[src/tte_ram.sv]
// Generic single-write, single-read RAM with registered read data.
`timescale 1ns / 1ps
`default_nettype none

module tte_ram #(
    parameter int WIDTH = 8,
    parameter int DEPTH = 64
) (
    input  wire logic                     i_clk,
    input  wire logic                     i_we,
    input  wire logic [$clog2(DEPTH)-1:0] i_waddr,
    input  wire logic [WIDTH-1:0]         i_wdata,
    input  wire logic                     i_re,
    input  wire logic [$clog2(DEPTH)-1:0] i_raddr,
    output logic      [WIDTH-1:0]         o_rdata
);

    logic [WIDTH-1:0] r_mem [DEPTH];

    always_ff @(posedge i_clk) begin
        if (i_we) begin
            r_mem[i_waddr] <= i_wdata;
        end
        if (i_re) begin
            o_rdata <= r_mem[i_raddr];
        end
    end

endmodule

`default_nettype wire

[config.mk]
export PLATFORM = sky130hd
export DESIGN_NAME = tte_ram
export DESIGN_NICKNAME = d
export VERILOG_FILES = /design/src/tte_ram.sv
export SDC_FILE = /design/constraint.sdc
export NUM_CORES = 1
export LEC_CHECK = 0
export BUFFER_PORTS_ARGS = -buffer_cell sky130_fd_sc_hd__buf_2
export CORE_MARGIN = 2
export CORE_UTILIZATION = 45
export DETAILED_ROUTE_END_ITERATION = 12
export MAX_ROUTING_LAYER = met4
export SYNTH_ARGS = -nofsm -noshare
export SYNTH_HDL_FRONTEND = slang
export SYNTH_SLANG_ARGS = --single-unit
[constraint.sdc]
create_clock -name i_clk -period 3.6 [get_ports i_clk]
set_input_delay 0.54 -clock i_clk [delete_from_list [all_inputs] [get_ports i_clk]]
set_output_delay 0.54 -clock i_clk [all_outputs]
set_load 0.02 [all_outputs]
==> run metrics <==
Reg2Reg Depth=5; total number of vias=9609; synthesized area=0.0202 mm²; nets=1073; final period utilization=68.1%; Startpoint Class=input pin; Int Power=0.00992 W; drt drc=0; Pins Over Slew Limit=0; hold path depth=1; commonest non-fill, non-tap cell in the layout=edfxtp_1; Clock Power Share=41.0%; power share of the combinational group=5.0%; Iteration-0 DRC Markers=1212; GPL Wtd Cong=0.798; Syn-to-layout area delta=14.0%; Hold Fails Final Rpt=0; total of max-cap violations=0; FF-to-FF Start=r_mem[29][4]; clk buf depth=3; PostCTS Resize Cnt=0; Seq pwr share=54.0%; Detailed Place HPWL=27.8 mm; Final Skew=16.6 ps; capturing point of the worst reg2reg path=o_rdata[4]; Cells after Synth=940; die area=0.0467 mm²; reg2reg setup slack=1400 ps; RSZ-0062 raised after global routing=no; hold path start=i_re; vias in the first global route=9813; Setup crit end kind=flip-flop; Max-slew headroom=16.2%; CTS tree=done; mean post-synth cell area=21.5 µm²; clk sinks=520; Post-Place Setup Slack=547 ps; most frequent cells in the layout=edfxtp_1 (520), mux4_2 (126), nor2_1 (83); CTS buffer count=51; power per cell area=540 mW/mm²; LEAKAGE=7.29 nW; Placement Rows=77; routed wire length per instance=26.7 µm; first-pass GRT wire length=66.7 mm; largest net degree at the start of global routing=65; multi-input logic area=0.00432 mm²; WP data arrival=2770 ps; antenna violations before repair=4; port bufs=30; final cell count without fillers=1683; die height=216 µm; Seq/Total Area, Yosys=77.1%; setup bufs post-CTS=0; number of fill cells=3449; number of distinct library cells after synthesis=39; flop and latch count out of synthesis=520; Syn Nets=963; hold-critical path endpoint=o_rdata[4]; status=finished, final reports clean; sw frac=20.4%; DRT Wirelength=44.9 mm; total negative slack=0 ps; Die X=216 µm; clk slew on worst S/H paths=60 ps; Final ANT Viol Nets=0; clock latency on the worst-skew pair=580 ps; Hold WS=359 ps; share of cells above drive strength 1=28.8%; peak supply drop=0.308 mV; setup ws final=1150 ps; Synthesis Warnings=0; fin util=52.1%; final setup fails=0; Core Area=0.0443 mm²; initial core utilization=45.7%; CTS Root Cell=clkbuf_16; critical path peak fanout=31; Total Routing Usage GR=20.3%; Post-Place Cells=1589; clock period minus worst slack=2450 ps; GRT overflow=0; io pins=31; Psw=0.00255 W; Max Freq=0.408 GHz; hold buffers post-CTS=0; Required @ worst endpoint=3910 ps; CTS H-tree depth=2; Hold Path Class=in2reg; vias per std cell=5.71; critical path type=in2reg; Reg area=0.0156 mm²; total iterations of the first detailed-routing run=5; Least-Margin Pin Slew=1260 ps
-- cell usage after synthesis (all sizes together) --
cell type  instances  area (µm²)
nor2b             14        87.6
a31oi              1        6.26
o22ai              8        50.1
o21a               2        15.0
nor3               7        35.0
o41ai              2        17.5
nand3             13        65.1
o2111ai            3        26.3
o32ai              2        17.5
nand3b             3        22.5
o221a              2        22.5
a22oi              3        22.5
mux2              13         146
nand2             19        71.3
nand4b             1        8.76
a21oi              3        15.0
edfxtp           520       15600
nand2b             7        43.8
mux2i             23         230
or3                1        6.26
o21ai              4        20.0
o311ai             1        8.76
mux4             126        2840
nor2              83         312
a211oi             4        30.0
nand4              2        12.5
a221oi             6        52.6
o2bb2ai            3        26.3
buf               34         253
o221ai             8        70.1
a2111oi            2        17.5
clkbuf            17        63.8
and2               1        6.26
nor4               2        12.5
-- power by group through the flow --
| stage | Combinational, W | Sequential, W | Clock, W |
|---|---|---|---|
| 5_1_grt | 0.000674 | 0.00673 | 0.00544 |
| 3_3_place_gp | 0.000628 | 0.00686 | 0 |
| 3_5_place_dp | 0.000636 | 0.00686 | 0 |
| 2_1_floorplan | 0.000357 | 0.00686 | 0 |
| 4_1_cts | 0.000637 | 0.00673 | 0.00519 |
| 6_report | 0.000627 | 0.00673 | 0.00511 |
-- worst max-delay path by stage --
stage	to	slack, ps	startpoint
CTS	o_rdata[3]	1160	i_raddr[0]
global route	o_rdata[3]	1030	i_raddr[0]
global placement	o_rdata[6]	510	i_raddr[0]
floorplan	o_rdata[3]	1250	i_raddr[1]
detailed placement	o_rdata[6]	550	i_raddr[0]
finish	o_rdata[6]	1150	i_raddr[0]
-- kinds of logic (layout without fill, tap and decap cells) --
logic type / after synthesis / in the layout / synth area share, %
other cells: 0 / 4 / 0
buf+inv: 51 / 198 / 1.56
compound gates: 54 / 54 / 2.06
simple gates: 153 / 153 / 3.37
mux: 162 / 162 / 15.9
flops: 520 / 520 / 77.1
-- routing by layer --
metal / up-vias / GRT usage (%) / routed length (µm)
met4: 0 / 4.18 / 655
met1: 5122 / 29.0 / 19800
met2: 285 / 31.0 / 21700
met3: 41 / 3.82 / 2640
li1: 4161 / - / -
met5: - / - / 0
-- state kept, by name, indices dropped and copies added (netlist names) --
signal / count
r_mem: 512
o_rdata: 8
-- metrics by stage --
stage	area [µm²]	total power, W
5_1_grt	23100	0.0128
3_5_place_dp	21500	0.00750
4_1_cts	23100	0.0126
3_3_place_gp	21500	0.00749
6_report	23100	0.0125
2_1_floorplan	20200	0.00722
-- cell type report --
| cell class | instances | share of cell area, % |
|---|---|---|
| multi-input combinational | 369 | 18.7 |
| sequential | 520 | 67.7 |
| antenna | 4 | 0.0434 |
| clock inverter | 22 | 0.868 |
| clock buffer | 68 | 5.99 |
| timing repair buffer | 108 | 3.52 |
| tap | 592 | 3.21 |
-- worst max-delay path, stage by stage --
cell and delay [ps]:
clkbuf_8 300, buf_12 310, mux4_2 530, mux2_2 270
o221a_2 290, nor3_1 340, o32ai_1 140
No activity file was read; power rests on OpenSTA's default activity.
