[src/tte_pkg.sv]
// Shared types and codes of the topology table engine.
`timescale 1ns / 1ps
`default_nettype none

package tte_pkg;

    localparam logic [1:0] KIND_HEADER   = 2'd0;
    localparam logic [1:0] KIND_SELECTOR = 2'd1;
    localparam logic [1:0] KIND_TICK     = 2'd2;

    localparam logic [2:0] STATUS_HEADER_DONE = 3'd0;
    localparam logic [2:0] STATUS_INSERTED    = 3'd1;
    localparam logic [2:0] STATUS_REFRESHED   = 3'd2;
    localparam logic [2:0] STATUS_DROPPED     = 3'd3;
    localparam logic [2:0] STATUS_TICK_DONE   = 3'd4;

    typedef struct packed {
        logic [1:0]  kind;
        logic [31:0] originator;
        logic [15:0] seq_number;
        logic [15:0] hold_ticks;
        logic [31:0] selector_address;
    } t_in_item;

    typedef struct packed {
        logic [2:0] status;
        logic [6:0] removed_count;
        logic [6:0] occupancy;
    } t_out_item;

    typedef struct packed {
        logic        valid;
        logic [31:0] dest;
        logic [31:0] last_hop;
        logic [15:0] seq;
        logic [31:0] expiry;
    } t_entry;

    localparam int ENTRY_W = $bits(t_entry);

    typedef struct packed {
        logic clear_entry;
        logic hit;
        logic empty;
    } t_eval;

    typedef enum logic [2:0] {
        ST_CLEAR,
        ST_IDLE,
        ST_SCAN,
        ST_UPDATE,
        ST_DONE
    } t_state;

endpackage

`default_nettype wire

[src/tte_eval.sv]
// Per-entry match, purge and free-slot evaluation of one table entry.
`timescale 1ns / 1ps
`default_nettype none

module tte_eval (
    input  wire logic [1:0]     i_kind,
    input  wire tte_pkg::t_entry i_entry,
    input  wire logic [31:0]    i_originator,
    input  wire logic [15:0]    i_seq_number,
    input  wire logic [31:0]    i_selector_address,
    input  wire logic [31:0]    i_latched_originator,
    input  wire logic [31:0]    i_time,
    output tte_pkg::t_eval      o_eval
);

    import tte_pkg::*;

    logic stale_seq;
    logic expired;

    always_comb begin
        stale_seq = (i_entry.last_hop == i_originator) && (i_entry.seq < i_seq_number);
        expired   = i_entry.expiry < i_time;
        o_eval.clear_entry = i_entry.valid &&
                             (((i_kind == KIND_HEADER) && stale_seq) ||
                              ((i_kind == KIND_TICK) && expired));
        o_eval.hit   = i_entry.valid && (i_kind == KIND_SELECTOR) &&
                       (i_entry.dest == i_selector_address) &&
                       (i_entry.last_hop == i_latched_originator);
        o_eval.empty = !i_entry.valid;
    end

endmodule

`default_nettype wire

[config.mk]
export PLATFORM = sky130hd
export DESIGN_NAME = tte_eval
export DESIGN_NICKNAME = d
export VERILOG_FILES = /design/src/tte_pkg.sv /design/src/tte_eval.sv
export SDC_FILE = /design/constraint.sdc
export NUM_CORES = 1
export LEC_CHECK = 0
export ABC_AREA = 0
export BUFFER_PORTS_ARGS = -buffer_cell sky130_fd_sc_hd__buf_4
export CAP_MARGIN = 10
export CORE_AREA = 2 2 100 102
export DETAILED_ROUTE_END_ITERATION = 8
export DIE_AREA = 0 0 102 104
export SLEW_MARGIN = 20
export SYNTH_ARGS = -nofsm -noshare
export SYNTH_HDL_FRONTEND = slang
export SYNTH_SLANG_ARGS = --single-unit
[constraint.sdc]
create_clock -name vclk -period 2.88
set_clock_uncertainty 0.2 [all_clocks]
set_input_delay 0.288 -clock vclk [all_inputs]
set_output_delay 0.288 -clock vclk [all_outputs]
set_load 0.03 [all_outputs]
==> results_dict.tcl <==
set metrics [dict create \
    rsz0062_at_grt "false" \
    grt_use_met2_pct 36.5 \
    critPathLaunchType "input port" \
    end_kind "output port" \
    regArea_sq_um 0 \
    grt_pass1_vias 3296 \
    synth_commonest_cells "68 x xnor2_1, 48 x inv_1, 46 x ha_1, 28 x xor2_1, 22 x nand4_1" \
    post_cts.repair.setup_buffers 0 \
    num_rows 36 \
    dr.pass1.iters 4 \
    period_needed_ps 2590 \
    postSynthAreaPerCell_sq_um 7.58 \
    ios 262 \
    met1_usage_pct 19.2 \
    routed_wl_mm 9.99 \
    busiest_layer "met2" \
    final_nets 862 \
    grt_use_met3_pct 2.62 \
    grt_max_degree 4 \
    place_congestion 0.942 \
    hold_buffers 0 \
    cts_resized 0 \
    synth-simple-area-share_pct 17.5 \
    place_inst 688 \
    relSlewSlack_pct 66.0 \
    yosys-mux-area-fraction_pct 0 \
    setup_viol 0 \
    vdd_ir_drop_max_uv 64.7 \
    fin_area_sq_mm 0.00435 \
    synth_top_area_cell "xnor2_1" \
    synthTopCellsByArea "xnor2_1 27%, ha_1 26%, xor2_1 11%" \
    yosysWarnings 0 \
    num_vias 2968 \
    placed_cell_area_sq_mm 0.00435 \
    worst_slew_pin_slew_ps 503 \
    maxCapViolations 0 \
    dp_hpwl_mm 9.66 \
    drtIter0Drc 32 \
    io_buffer_count 262 \
    seq_cells 0 \
    grt_pass1_wl_mm 15.1 \
    synth.most_common_cell "xnor2_1" \
    syn_nets 597 \
    die_w_um 102 \
    hold_viol 0 \
    fmaxAchievable_ghz 0.387 \
    via_per_inst 4.31 \
    required_ps 2390 \
    synth_fa_ha_area_share_pct 26.0 \
    die_area_sq_mm 0.0106 \
    netlist_instances 292 \
    drcViolationCount 0 \
    antenna_found_initial 0 \
    die_h_um 104 \
    drive_gt1_share_pct 47.7 \
    grt.overflow.total 0 \
    holdCritPathClass "in -> out" \
    coreArea_sq_mm 0.00955 \
    powerDensity_mw_per_mm2 133 \
    outcome "completed" \
    crit_arrival_ps 2100 \
    maxSlewViolCount 0 \
    syn_to_final_growth_pct 96.7 \
    period_share_pct 89.8 \
    synth_compound_area_share_pct 10.3 \
    fin_setup_tns_ps 0 \
    diodes 0 \
    seq_area_frac_synth_pct 0 \
    p_leak_uw 0.00228 \
    synth_top_area_share_pct 26.9 \
    path_max_fanout 2 \
    wl_per_cell_um 14.5 \
    grt_usage_pct 17.9 \
    final_cells 688 \
    path_class "in -> out" \
    timing.hold.ws_ps 705 \
    netlist_area_sq_mm 0.00221 \
    initial_core_util_pct 23.2 \
    clkbuf_count 0 \
    final_antenna_net_count 0 \
    synth_top_family_by_area "XOR/XNOR gates" \
    synth-xor-area-share_pct 38.0 \
    synthDistinctLibCells 28 \
]
[cells in the final DEF, fill, tap and decap left out, types with 3 or more instances in the layout]
cell,n
buf_4,263
xnor2_1,68
inv_1,48
ha_1,46
xor2_1,28
nand4_1,22
a21oi_1,13
nand2_1,12
nor4_1,12
nor2_1,7
a21o_1,5
o21ai_0,5
nand3_1,4
a211oi_1,3
[per-stage QoR]
stage                     setup WS, ps  total power [uW]  util (%)
final                              295               577      45.6
after global routing               139               643      45.6
after CTS                          218               586      45.6
after detailed placement           218               583      45.6
after global placement             259               571      45.6
after floorplan                    567               224         -
[final cells by class]
class | count | area, sq um
fill | 968 | 5190
inverter | 48 | 180
multi-input combinational | 244 | 2030
tap | 133 | 166
timing repair buffer | 263 | 1970
[power by group]
part	leakage, uW	internal (uW)	switching, uW	total (uW)
logic	0.00228	368	209	577
registers	0	0	0	0
clock network	0	0	0	0
[path summary, 6_finish.rpt]
check	slack, ps	endpoint	start	depth (start not counted)
max	290	o_eval[2]	i_entry[2]	8
min	710	o_eval[0]	i_entry[112]	3
[per-layer routing]
metal | vias up | wire length, um
met3 | 12 | 781
li1 | 1543 | -
met5 | - | 0
met4 | 0 | 146
met2 | 149 | 5410
met1 | 1264 | 3650
[worst max-delay path: stages]
cell       delay [ps]
buf_4             110
ha_1              290
o211ai_1           80
a2111oi_0         490
o21ai_0           190
a211oi_1          350
o2bb2ai_1         120
buf_4             180
[logic make-up after synthesis]
kind of cell    count (synthesis)
compound gates                 35
xor+xnor                       96
fa+ha+maj                      46
buf+inv                        48
simple gates                   67
Note: power is estimated with default switching activity, not from simulation.
